`src/design/nqse_pkg.sv`:
```
package nqse_pkg;

  localparam int NQ_MAX_N = 8;
  localparam int BOARD_W = 4;
  localparam logic [BOARD_W-1:0] BOARD_RESET = 4'd8;
  localparam int TDATA_W = 8;

  typedef enum logic [2:0] {
    ST_IDLE,
    ST_SEARCH,
    ST_CHECK,
    ST_POP,
    ST_OUT_RD,
    ST_OUT_LD,
    ST_HOLD,
    ST_EXH
  } nq_state_t;

endpackage

```
`src/design/n_queens_solution_enumerator_core.sv`:
```
// N-queens enumerator. Each input word asks for the next solution (restart in bit 0 of
// s_tdata starts the search over); the answer is a run of board_size output words, one per
// row with its queen column, tlast on the final row, or one word with tuser set when no
// solution remains. The placed columns live in a one-port-read stack memory, and every
// candidate square is checked against the rows above by reading that memory one entry
// per cycle; each output word is read from that memory, loaded, and then held until
// m_tready takes it. The time a request takes on the full 8 by 8 board is set by that
// serial conflict scan. board_size must be written only while the block is idle; the
// block itself does not enforce this. Sizes above MAX_N are treated as MAX_N.
module n_queens_solution_enumerator_core #(
  parameter int MAX_N = nqse_pkg::NQ_MAX_N
) (
  input  logic                           clk,
  input  logic                           rst,
  input  logic                           cfg_we,
  input  logic [nqse_pkg::BOARD_W-1:0]   cfg_data,   // board_size
  input  logic                           s_tvalid,
  output logic                           s_tready,
  input  logic [nqse_pkg::TDATA_W-1:0]   s_tdata,    // [0] restart, [7:1] zero
  output logic                           m_tvalid,
  input  logic                           m_tready,
  output logic [nqse_pkg::TDATA_W-1:0]   m_tdata,    // [2:0] row_index, [5:3] queen_column
  output logic                           m_tlast,    // last_row
  output logic                           m_tuser     // exhausted
);
  import nqse_pkg::*;

  localparam int ADDR_W = (MAX_N > 1) ? $clog2(MAX_N) : 1;
  localparam int ROW_W  = $clog2(MAX_N + 1);
  localparam int EXT_W  = (ROW_W > BOARD_W) ? ROW_W : BOARD_W;

  nq_state_t state, state_next;

  logic [BOARD_W-1:0] board_size;
  logic [ROW_W-1:0]   nsz, nsz_next;
  logic [ROW_W-1:0]   row, row_next;
  logic [ROW_W-1:0]   cand, cand_next;
  logic               started, started_next;
  logic               done, done_next;
  logic [ADDR_W-1:0]  chk, chk_next;
  logic [ADDR_W-1:0]  oidx, oidx_next;

  logic [TDATA_W-1:0] m_tdata_next;
  logic               m_tvalid_next, m_tlast_next, m_tuser_next;

  // column stack
  logic [ADDR_W-1:0]  stack [MAX_N];
  logic [ADDR_W-1:0]  raddr, waddr;
  logic [ADDR_W-1:0]  rdata, wdata;
  logic               mem_we;

  always_ff @(posedge clk) begin
    if (mem_we) begin
      stack[waddr] <= wdata;
    end
    rdata <= stack[raddr];
  end

  // request decode
  logic [ROW_W-1:0] n_sat;
  logic [ROW_W-1:0] row_clamp;
  logic             fresh;

  always_comb begin
    if (EXT_W'(board_size) > EXT_W'(MAX_N)) begin
      n_sat = ROW_W'(MAX_N);
    end else begin
      n_sat = ROW_W'(board_size);
    end
    row_clamp = (row > n_sat) ? n_sat : row;
    fresh     = s_tdata[0] || !started;
  end

  // conflict test of cand against the queen read from row chk
  logic [ROW_W-1:0] qc, cdiff, rdiff;
  logic             conflict;

  always_comb begin
    qc       = ROW_W'(rdata);
    cdiff    = (cand > qc) ? (cand - qc) : (qc - cand);
    rdiff    = row - ROW_W'(chk);
    conflict = (cdiff == '0) || (cdiff == rdiff);
  end

  assign s_tready = (state == ST_IDLE);

  // next state
  always_comb begin
    state_next = state;
    unique case (state)
      ST_IDLE: begin
        if (s_tvalid) begin
          if (fresh) begin
            state_next = (n_sat == '0) ? ST_EXH : ST_SEARCH;
          end else if (done || n_sat == '0) begin
            state_next = ST_EXH;
          end else if (row_clamp == n_sat) begin
            state_next = ST_POP;
          end else begin
            state_next = ST_SEARCH;
          end
        end
      end
      ST_SEARCH: begin
        if (row >= nsz) begin
          state_next = ST_OUT_RD;
        end else if (cand >= nsz) begin
          state_next = (row == '0) ? ST_EXH : ST_POP;
        end else if (row != '0) begin
          state_next = ST_CHECK;
        end
      end
      ST_CHECK: begin
        if (conflict || (ROW_W'(chk) + ROW_W'(1) >= row)) begin
          state_next = ST_SEARCH;
        end
      end
      ST_POP:    state_next = ST_SEARCH;
      ST_OUT_RD: state_next = ST_OUT_LD;
      ST_OUT_LD: state_next = ST_HOLD;
      ST_EXH:    state_next = ST_HOLD;
      ST_HOLD: begin
        if (m_tready) begin
          state_next = m_tlast ? ST_IDLE : ST_OUT_RD;
        end
      end
      default:   state_next = ST_IDLE;
    endcase
  end

  // datapath and memory control
  always_comb begin
    nsz_next      = nsz;
    row_next      = row;
    cand_next     = cand;
    started_next  = started;
    done_next     = done;
    chk_next      = chk;
    oidx_next     = oidx;
    m_tvalid_next = m_tvalid;
    m_tdata_next  = m_tdata;
    m_tlast_next  = m_tlast;
    m_tuser_next  = m_tuser;
    mem_we        = 1'b0;
    waddr         = ADDR_W'(row);
    wdata         = ADDR_W'(cand);
    raddr         = '0;
    unique case (state)
      ST_IDLE: begin
        if (s_tvalid) begin
          nsz_next = n_sat;
          if (fresh) begin
            row_next     = '0;
            cand_next    = '0;
            started_next = 1'b1;
            done_next    = (n_sat == '0);
          end else if (!done) begin
            row_next = row_clamp;
            if (n_sat == '0) begin
              done_next = 1'b1;
            end else if (row_clamp == n_sat) begin
              // step back off the last solution
              row_next = row_clamp - ROW_W'(1);
              raddr    = ADDR_W'(row_clamp - ROW_W'(1));
            end
          end
        end
      end
      ST_SEARCH: begin
        oidx_next = '0;
        if (row >= nsz) begin
          // full placement: go to output
        end else if (cand >= nsz) begin
          if (row == '0) begin
            cand_next = '0;
            done_next = 1'b1;
          end else begin
            row_next = row - ROW_W'(1);
            raddr    = ADDR_W'(row - ROW_W'(1));
          end
        end else if (row == '0) begin
          mem_we    = 1'b1;
          row_next  = ROW_W'(1);
          cand_next = '0;
        end else begin
          chk_next = '0;
          raddr    = '0;
        end
      end
      ST_CHECK: begin
        if (conflict) begin
          cand_next = cand + ROW_W'(1);
        end else if (ROW_W'(chk) + ROW_W'(1) < row) begin
          chk_next = chk + ADDR_W'(1);
          raddr    = chk + ADDR_W'(1);
        end else begin
          mem_we    = 1'b1;
          row_next  = row + ROW_W'(1);
          cand_next = '0;
        end
      end
      ST_POP: begin
        cand_next = ROW_W'(rdata) + ROW_W'(1);
      end
      ST_OUT_RD: begin
        raddr = oidx;
      end
      ST_OUT_LD: begin
        m_tvalid_next = 1'b1;
        m_tdata_next  = {2'b00, 3'(rdata), 3'(oidx)};
        m_tlast_next  = (ROW_W'(oidx) == nsz - ROW_W'(1));
        m_tuser_next  = 1'b0;
      end
      ST_EXH: begin
        m_tvalid_next = 1'b1;
        m_tdata_next  = '0;
        m_tlast_next  = 1'b1;
        m_tuser_next  = 1'b1;
      end
      ST_HOLD: begin
        if (m_tready) begin
          m_tvalid_next = 1'b0;
          oidx_next     = oidx + ADDR_W'(1);
        end
      end
      default: begin
      end
    endcase
  end

  always_ff @(posedge clk) begin
    if (rst) begin
      state      <= ST_IDLE;
      board_size <= BOARD_RESET;
      row        <= '0;
      cand       <= '0;
      started    <= 1'b0;
      done       <= 1'b0;
      m_tvalid   <= 1'b0;
    end else begin
      state    <= state_next;
      row      <= row_next;
      cand     <= cand_next;
      started  <= started_next;
      done     <= done_next;
      m_tvalid <= m_tvalid_next;
      if (cfg_we) begin
        board_size <= cfg_data;
      end
    end
  end

  always_ff @(posedge clk) begin
    nsz     <= nsz_next;
    chk     <= chk_next;
    oidx    <= oidx_next;
    m_tdata <= m_tdata_next;
    m_tlast <= m_tlast_next;
    m_tuser <= m_tuser_next;
  end

  // no new request while a result word is pending
  a_no_overlap: assert property (@(posedge clk) disable iff (rst)
    !(s_tready && m_tvalid))
    else $error("input taken while output word pending");

  // stack written only while placing a queen
  a_write_state: assert property (@(posedge clk) disable iff (rst)
    mem_we |-> (state == ST_SEARCH || state == ST_CHECK))
    else $error("stack write outside search");

  // exhausted word is a single zero word with tlast
  a_exh_word: assert property (@(posedge clk) disable iff (rst)
    (m_tvalid && m_tuser) |-> (m_tlast && m_tdata == '0))
    else $error("malformed exhausted word");

  // a placement never grows beyond the board
  a_row_bound: assert property (@(posedge clk) disable iff (rst)
    (state == ST_SEARCH) |-> (row <= nsz))
    else $error("row beyond board size");

endmodule
```
`config.mk`:
```
export PLATFORM = sky130hd
export DESIGN_NAME = n_queens_solution_enumerator_core
export DESIGN_NICKNAME = d
export VERILOG_FILES = /design/src/design/nqse_pkg.sv /design/src/design/n_queens_solution_enumerator_core.sv
export SDC_FILE = /design/constraint.sdc
export NUM_CORES = 1
export LEC_CHECK = 0
export ABC_AREA = 1
export BUFFER_PORTS_ARGS = -buffer_cell sky130_fd_sc_hd__buf_4
export CAP_MARGIN = 20
export CORE_MARGIN = 10
export CORE_UTILIZATION = 29
export CTS_BUF_LIST = sky130_fd_sc_hd__clkbuf_2 sky130_fd_sc_hd__clkbuf_4 sky130_fd_sc_hd__clkbuf_8
export DETAILED_ROUTE_END_ITERATION = 12
export GPL_ROUTABILITY_DRIVEN = 0
export PLACE_DENSITY_LB_ADDON = 0.15
export SETUP_SLACK_MARGIN = 0.1
export SLEW_MARGIN = 30
export SYNTH_ARGS = -nofsm -noshare
export SYNTH_HDL_FRONTEND = slang
export SYNTH_SLANG_ARGS = --single-unit
```
`constraint.sdc`:
```
create_clock -name clk -period 3.5 [get_ports clk]
set_clock_uncertainty 0.05 [all_clocks]
set_input_delay 0.7 -clock clk [delete_from_list [all_inputs] [get_ports clk]]
set_output_delay 0.7 -clock clk [all_outputs]
set_load 0.1 [all_outputs]
```
==> results of run 1 <==
-- sequential cells by signal, indices dropped and copies added, names as in the netlist --
signal,flops
board_size,4
cand,4
chk,3
done,1
m_tdata,6
m_tlast,1
m_tuser,1
m_tvalid,1
nsz,4
oidx,3
rdata,3
row,4
stack,24
started,1
state,3
-- where the power goes --
| part | total [mW] | internal, mW | switching (mW) |
|---|---|---|---|
| combinational | 2.29 | 0.791 | 1.50 |
| sequential | 1.08 | 0.949 | 0.134 |
| clock | 0.573 | 0.272 | 0.300 |
-- path summary, 6_finish.rpt --
path,to,slack (ns),depth (start not counted)
max reg2reg,rdata[2]$_DFF_P_,0.44,21
max,rdata[2]$_DFF_P_,0.44,21
min,m_tvalid$_SDFFE_PP0P_,0.41,2
min reg2reg,m_tvalid$_SDFFE_PP0P_,0.41,2
-- cell usage in the layout (no fill, tap or decap), types with 4 or more instances in the layout --
cell	n
nand4_1	4
a21oi_1	30
dfxtp_1	20
inv_2	9
edfxtp_1	42
nor3_1	4
inv_1	95
nand2_2	6
nor2_1	53
ha_1	35
xnor2_1	13
buf_4	34
nand3_1	64
o21ai_0	16
clkbuf_8	9
o21ai_1	9
nor2_2	5
nand2_1	98
-- critical path: cells and delay by family, from the launching register on --
family | cells | cell delay [ns]
simple gates | 12 | 1.21
buf+inv | 5 | 0.42
compound gates | 2 | 0.29
fa+ha+maj | 2 | 0.58
flops | 1 | 0.39
-- kinds of logic (layout without fill, tap and decap cells) --
family / Yosys count / in the layout
simple gates: 249 / 249
buf+inv: 116 / 155
compound gates: 76 / 76
flops: 63 / 63
fa+ha+maj: 38 / 38
xor+xnor: 16 / 16
other cells: 1 / 2
-- final cells by class --
class                      instances  area share [%]
clock buffer                      11            2.77
clock inverter                     5           0.723
inverter                         104            7.78
multi-input combinational        381            45.3
sequential                        63            33.5
tap                              184            4.59
timing repair buffer              35            5.31
-- metal layers --
| layer | track usage [%] | vias up |
|---|---|---|
| met2 | 19.2 | 56 |
| met5 | 0 | - |
| met4 | 4.56 | 0 |
| li1 | - | 1904 |
| met1 | 14.2 | 1662 |
| met3 | 2.89 | 19 |
-- per-stage QoR --
step	area (µm²)	utilization (%)	setup slack [ns]	total power, mW	hold slack, ns
after detailed placement	4770	32.4	0.144	3.34	0.401
final	5020	34.1	0.440	3.95	0.411
after global routing	5020	34.1	0.0880	4.34	0.430
after CTS	4940	33.6	0.121	3.94	0.412
after global placement	4770	32.4	0.198	3.30	0.397
after floorplan	4390	-	0.692	2.81	0.386
-- timing repair --
action                                  CTS  global route
setup buffers                             0             3
endpoints found under the setup margin    0             3
gates resized for setup                   0            14
==> metrics, run 1 <==
Fin. Hold Viols=0; met1 wire length=5310 µm; EDFF count, synth=42; xor/xnor cell area share of the yosys netlist=under 10%; Lkg Pwr=~2.3 nW; share of layout cells above drive strength 1=14.7%; CP startpoint=board_size[3]$_SDFFE_PP1P_; remaining routing DRC violations=0; P per Cell Area=between 700 and 800 nW/µm²; Synth Flop Type=edfxtp_1; final setup fails=0; Hold Crit Class=reg -> reg; drt first pass iters=4; clk sinks=63; largest stage delay on the critical path=0.39 ns; largest family of logic cells by synthesized area=simple AND/OR/NAND/NOR gates; synthesis-stage register bit count=63; crit path kind=reg -> reg; I/O pin cnt=29; post-route ant nets=0; Fillers=between 1,500 and 2,000; CP startpoint kind=register; setup_tns=0 ns; cell mode on critical path=nand2_1; Max Freq=0.327 GHz; antenna violations before repair=0; Critical Path AT=roughly 3.3 ns; share of the clock period used by the worst path=roughly 87%; CTS tree=done; drt total wl=approximately 11,000 µm; site row count=44; Yosys cell types=46; max layer used=met4; VDD IR max=about 0.44 mV; CTS buffer count=9; DRT iter0 DRCs=195; min-delay src=m_tvalid$_SDFFE_PP0P_; Storage cell area=roughly 1700 µm²; Die W=roughly 140 µm; Worst EP required=between 3 and 4 ns; sequential share of the synthesized area=between 30% and 40%; Post-Syn Area=about 4400 µm²; worst-path fanout max=15; CP endpoint kind=register; synth warn=0; CP cell instances=nor2_4 > inv_1 > ha_1 > inv_1 > nor2_1 > o21ai_1 > nand2_1 > nand2_4 > buf_4 > o21ai_0 > ha_1 > nor2_1 > nand3_1 > nand2_1 > inv_1 > nand2_2 > inv_2 > nand3_1 > nand2_1 > nand2_1 > nand2_1; top post-synthesis cells by count=nand2_1 (99), inv_1 (95), nand3_1 (64); worst flop-to-flop path startpoint=board_size[3]$_SDFFE_PP1P_; Starting Density=between 20% and 30%; first-pass GRT wire length=18,500 µm; via/cell ratio=around 4.7; top-count cell post-synth=nand2_1; CP max-delay cell=dfxtp_2; placed cells=between 700 and 800; Synth Area in Simple Gates=roughly a quarter; clk root buf=clkbuf_8; Finished Layout Cells=between 700 and 800; Yosys top cell area share=between 20% and 30%; number of max-cap violations=0; HPWL after DPL=8910 µm; vias in the first global route=~3,600; pins over their slew limit=0; status=finished, final reports clean; Core ar.=between 10,000 and 15,000 µm²; Max clock buf depth=2; routed wl met3=around 420 µm; DR vias=around 3,600; Die Footprint=between 20,000 and 25,000 µm²; Post-Synthesis Cells=about 560; clock-pin transition on the worst setup and hold timing paths=around 0.070 ns; RSZ-0062 raised after global routing=no; Overflow after GRT=0; DR WL/cell=between 10 and 15 µm; synth top area cells=edfxtp_1 (29%), ha_1 (10%), dfxtp_1 (9.6%); largest area contributor in the netlist=edfxtp_1; n_diodes=0; met2 wire len=approximately 5200 µm; Port Buffers=19; Final nets=around 650; H-tree lvl count=3; GR Util All Layers=a little under an eighth; largest net degree at the start of global routing=17; DIE HEIGHT=about 140 µm; Syn Area/Cell=roughly 7.8 µm²; adder-cell share of the synthesized area=11.3%; Synth async-reset ratio=0%; Synth Area in Compound Gates=10.0%; worst skew pair latency=~0.36 ns; multiplexer area fraction after synthesis=0%; min cycle time layout=slightly above 3 ns; footprint of the multi-input gates=approximately 2300 µm²; Area Growth Syn to Fin=14.3%; # hold bufs at CTS=0
(Power assumes the default switching activity.)
==> inputs of run 2 (changes only) <==
clock period = 3.05 ns   (was 3.5 ns; I/O delays follow)
==> metrics, run 2 (synthesis results as in run 1) <==
biggest regs=stack x24, m_tdata x6; cell mode on critical path=nand2_1; Core ar.=14,700 µm² (unchanged); GR Util All Layers=11.9% (+0.23 points); most frequent cells in the layout=nand2_1 (94), inv_1 (90), buf_4 (52), nand3_1 (46), nor2_1 (44); final hold slack=0.392 ns (-0.0188 ns); first-pass GRT wire length=19,000 µm (+2.6%); Fin. Hold Viols=0 (unchanged); CTS buffer count=9 (unchanged); footprint of the multi-input gates=2550 µm² (+12%); commonest non-fill, non-tap cell in the layout=nand2_1; Worst EP required=3.25 ns (-0.44 ns); HPWL after DPL=8990 µm (+0.86%); drt first pass iters=4 (unchanged); CP startpoint kind=register; P per Cell Area=907 nW/µm² (+15%); Top reg by flops=stack; Die Footprint=20,500 µm² (unchanged); share of layout cells above drive strength 1=26.0% (+11 points); Hold Crit Class=in -> reg; Max clock buf depth=2 (unchanged); Overflow after GRT=0 (unchanged); clock-pin transition on the worst setup and hold timing paths=0.07 ns (about the same); CTS tree=done; Die W=143 µm (unchanged); vias in the first global route=3,657 (+1.7%); via/cell ratio=4.68 (+0.73%); clk sinks=63 (unchanged); Max Freq=0.344 GHz (+5.2%); RSZ-0062 raised after global routing=yes; drt total wl=11,900 µm (+6.0%); worst skew pair latency=0.37 ns (about the same); remaining routing DRC violations=0 (unchanged); VDD IR max=0.404 mV (-7.2%); n_diodes=0 (unchanged); min-delay src=cfg_we; family with the most delay on the worst path=simple AND/OR/NAND/NOR gates; min cycle time layout=2.91 ns (-0.152 ns); DRT iter0 DRCs=206 (+5.6%); total power=5.02 mW (+27%); share of the clock period used by the worst path=95.4% (+7.9 points); largest net degree at the start of global routing=14 (-3); final setup fails=0 (unchanged); Storage cell area=1690 µm² (+0.52%); DR WL/cell=14.7 µm (+2.8%); Critical Path AT=3.11 ns (-0.15 ns); CP endpoint kind=register; crit path kind=reg -> reg; number of max-cap violations=0 (unchanged); largest stage delay on the critical path=0.38 ns (about the same); H-tree lvl count=3 (unchanged); site row count=44 (unchanged); Fillers=1,515 (-1.9%); DIE HEIGHT=143 µm (unchanged); worst-path fanout max=6 (-9); clk root buf=clkbuf_8; Port Buffers=19 (unchanged); worst flop-to-flop path startpoint=board_size[3]$_SDFFE_PP1P_; Final nets=673 (+3.7%); CP max-delay cell=dfxtp_4; CP startpoint=board_size[3]$_SDFFE_PP1P_; status=finished, final reports clean; I/O pin cnt=29 (unchanged); pins over their slew limit=0 (unchanged); max reg flops=24 (unchanged); DR vias=3,780 (+3.8%); Finished Layout Cells=807 (+3.1%); placed cells=774 (+1.3%); Area Growth Syn to Fin=26.2%; Starting Density=29.9% (unchanged); setup_tns=0 ns (unchanged); CP Buf/Inv Count=6 (+1); Lkg Pwr=2.53 nW (+8.7%); post-route ant nets=0 (unchanged); antenna violations before repair=0 (unchanged)
-- run 2: changes by cell type in the layout (fill, tap and decap cells not counted), sizes merged --
cell | before | now
buf | 35 | 58
bufinv | 0 | 1
clkbuf | 11 | 10
nand2 | 107 | 108
-- run 2: per-stage QoR --
stage               setup slack, ns  instance area (µm²)  utilization (%)
finish                        0.141                 5540             37.7
global route                -0.0663                 5540             37.7
CTS                           0.101                 5160             35.1
detailed placement          -0.0787                 4840             33.0
global placement            -0.0392                 4840             33.0
floorplan                     0.242                 4390                -
-- run 2: final cells by class --
type	count	share of cell area, %
clock buffers	10	2.37
clock inverters	6	1.11
inverters	104	7.09
multi-input cells	382	46.0
flip-flops and latches	63	30.5
well taps	184	4.16
repair buffers	58	8.72
-- run 2: routing by layer --
layer / up-vias / GRT usage, % / part of all wire, %
li1: 1953 / - / -
met1: 1769 / 15.0 / 47
met2: 45 / 19.5 / 48
met3: 13 / 2.72 / 3.2
met4: 0 / 3.96 / 1.9
met5: - / 0 / 0
-- run 2: timing repair --
item / 4_1_cts / 5_1_grt
gates cloned: 1 / 1
resized for setup: 20 / 73
pin swaps: 2 / 34
setup buffers: 6 / 9
hold buffers: 0 / 0
endpoints found under the setup margin: 3 / 41
-- run 2: worst register-to-register path: stages (launching register included) --
cell and delay, ns:
dfxtp_4 0.38, nor2_4 0.13, inv_2 0.06, ha_4 0.26, inv_1 0.03, nor2_1 0.09, o21ai_1 0.07, nand2_1 0.10
nand2_4 0.08, buf_12 0.13, nand3_1 0.07, nand2_2 0.05, nor2_2 0.13, nand2_1 0.10, inv_2 0.09, ha_4 0.14
inv_2 0.04, o21ai_4 0.13, a21oi_4 0.05, buf_12 0.16, nand2_4 0.10, nand2_1 0.07, nand3_1 0.09, nand2_1 0.05
nand2_1 0.06, nand2_1 0.06
-- run 2: final timing paths --
kind,endpoint,slack [ns],cells after the start
max reg2reg,rdata[0]$_DFF_P_,0.14,25
min,board_size[3]$_SDFFE_PP1P_,0.39,2
min reg2reg,started$_SDFFE_PP0P_,0.41,2
max,rdata[0]$_DFF_P_,0.14,25
-- run 2: where the power goes --
group	internal [mW]	switching (mW)	total [mW]
clock	0.382	0.353	0.735
combinational	1.14	1.92	3.06
sequential	1.09	0.143	1.23
total	2.61	2.41	5.02
==> inputs of run 3 (changes only) <==
--- a/config.mk
+++ b/config.mk
@@ -10,5 +10,5 @@
 export CAP_MARGIN = 20
 export CORE_MARGIN = 10
-export CORE_UTILIZATION = 29
+export CORE_UTILIZATION = 35
 export CTS_BUF_LIST = sky130_fd_sc_hd__clkbuf_2 sky130_fd_sc_hd__clkbuf_4 sky130_fd_sc_hd__clkbuf_8
 export DETAILED_ROUTE_END_ITERATION = 12
--- a/constraint.sdc
+++ b/constraint.sdc
@@ -3,3 +3,3 @@
 set_input_delay 0.61 -clock clk [delete_from_list [all_inputs] [get_ports clk]]
 set_output_delay 0.61 -clock clk [all_outputs]
-set_load 0.1 [all_outputs]
+set_load 0.005 [all_outputs]
==> metrics, run 3 (synthesis results as in run 1) <==
min cycle time layout=2.90 ns (-0.0116 ns); Worst EP required=3.26 ns (about the same); max reg flops=24 (unchanged); largest stage delay on the critical path=0.32 ns (-0.06 ns); share of layout cells above drive strength 1=25.4% (-0.64 points); Max clock buf depth=2 (unchanged); family with the most delay on the worst path=simple AND/OR/NAND/NOR gates; clk root buf=clkbuf_8; DIE HEIGHT=132 µm (-7.7%); Port Buffers=19 (unchanged); GRT Max-Usage Layer=met2; first-pass GRT wire length=17,900 µm (-6.0%); VDD IR max=0.310 mV (-23%); CP cell instances=nor2_2 > nand2_1 > a21oi_2 > buf_6 > ha_4 > nor2_4 > o21ai_2 > nand2_2 > nand2_4 > nand3_2 > nand2_1 > nor2_2 > nand2_1 > inv_2 > ha_4 > inv_4 > o21ai_4 > a21oi_4 > buf_6 > nand3_2 > nand3_2 > nand2_1 > nand2_1 > nand2_1; status=finished, final reports clean; drt total wl=11,200 µm (-6.0%); Core ar.=12,200 µm² (-17%); Area Growth Syn to Fin=22.9%; P per Cell Area=861 nW/µm² (-5.1%); Max Freq=0.345 GHz (+0.40%); final setup fails=0 (unchanged); Die W=132 µm (-7.7%); total power=4.64 mW (-7.6%); worst-path fanout max=8 (+2); biggest regs=stack x24, m_tdata x6; cell mode on critical path=nand2_1; GR Util met2=19.6% (+0.11 points); commonest non-fill, non-tap cell in the layout=nand2_1; remaining routing DRC violations=0 (unchanged); crit path kind=reg -> reg; Final nets=669 (-0.59%); n_diodes=0 (unchanged); Starting Density=36.1% (+6.2 points); post-route ant nets=0 (unchanged); Critical Path AT=3.11 ns (about the same); DRT iter0 DRCs=208 (+0.97%); drt first pass iters=6 (+2); Finished Layout Cells=787 (-2.5%); clock-pin transition on the worst setup and hold timing paths=0.07 ns (about the same); Hold Crit Class=in -> reg; Overflow after GRT=0 (unchanged); CP endpoint kind=register; grt met3 use=2.93% (+0.21 points); met1 Track Usage GR=16.3% (+1.4 points); clk sinks=63 (unchanged); most frequent cells in the layout=nand2_1 (95), inv_1 (89), buf_4 (50), nor2_1 (44); site row count=40 (-9.1%); I/O pin cnt=29 (unchanged); antenna violations before repair=0 (unchanged); DR WL/cell=14.2 µm (-3.6%); Lkg Pwr=2.48 nW (-1.8%); Top reg by flops=stack; via/cell ratio=4.75 (+1.5%); share of the clock period used by the worst path=95.0% (-0.38 points); Die Footprint=17,400 µm² (-15%); pins over their slew limit=0 (unchanged); GR Util All Layers=12.6% (+0.73 points); RSZ-0062 raised after global routing=yes; CP max-delay cell=dfxtp_2; largest net degree at the start of global routing=16 (+2); worst skew pair latency=0.36 ns (about the same); CTS tree=done; vias in the first global route=3,430 (-6.2%); CP startpoint kind=register; number of max-cap violations=0 (unchanged); Fin. Hold Viols=0 (unchanged); H-tree lvl count=3 (unchanged); placed cells=758 (-2.1%); CP Buf/Inv Count=4 (-2); DR vias=3,740 (-1.1%); CTS buffer count=9 (unchanged); HPWL after DPL=8450 µm (-6.0%)
[run 3: layout make-up]
class                   count  area [µm²]
fillers                  1222        6770
clock inverters             4        22.5
inverters                 104         393
multi-input cells         383        2520
well taps                 168         210
repair buffers             53         409
clock buffers              12         153
flip-flops and latches     63        1690
[run 3: worst paths after layout]
check	from	endpoint	slack (ns)	depth (start not counted)
worst max-delay path	board_size[2]$_SDFFE_PP0P_	rdata[1]$_DFF_P_	0.15	24
worst min-delay path	cfg_we	board_size[3]$_SDFFE_PP1P_	0.40	2
worst max register to register	board_size[2]$_SDFFE_PP0P_	rdata[1]$_DFF_P_	0.15	24
worst min register to register	started$_SDFFE_PP0P_	started$_SDFFE_PP0P_	0.41	2
[run 3: where the power goes]
group / internal (mW) / switching, mW / total (mW) / leakage [nW]
clock network: 0.330 / 0.327 / 0.657 / 0.0930
logic: 1.07 / 1.69 / 2.75 / 1.84
registers: 1.09 / 0.140 / 1.23 / 0.551
total: 2.49 / 2.16 / 4.64 / 2.48
[run 3: metal layers]
metal  vias to the layer above  part of all wire (%)
met4                         0                   2.0
met1                      1729                    48
met5                         -                     0
met2                        52                    47
li1                       1942                     -
met3                        17                   3.1
[run 3: worst reg2reg max path, cell delays in order, from the launching register on]
cell     delay (ns)
dfxtp_2        0.32
nor2_2         0.11
nand2_1        0.07
a21oi_2        0.14
buf_6          0.12
ha_4           0.13
nor2_4         0.04
o21ai_2        0.13
nand2_2        0.11
nand2_4        0.15
nand3_2        0.08
nand2_1        0.07
nor2_2         0.05
nand2_1        0.09
inv_2          0.06
ha_4           0.17
inv_4          0.05
o21ai_4        0.06
a21oi_4        0.28
buf_6          0.19
nand3_2        0.09
nand3_2        0.09
nand2_1        0.05
nand2_1        0.05
nand2_1        0.05
[run 3: stage by stage]
stage	setup TNS [ns]	util, %	setup slack [ns]	hold WS (ns)	cell area, µm²
2_1_floorplan	0	-	0.242	0.386	4390
3_3_place_gp	0	39.7	0.0304	0.396	4820
3_5_place_dp	-0.0270	39.7	-0.0172	0.407	4820
4_1_cts	0	41.3	0.133	0.380	5030
5_1_grt	-0.199	44.4	-0.0733	0.413	5390
6_report	0	44.4	0.153	0.397	5390
[run 3: repair_timing]
item,in CTS,in global routing
endpoints found under the setup margin,3,39
hold buffers,0,0
pin swaps,1,34
resized for setup,6,70
cloned,0,2
buffers inserted,1,10
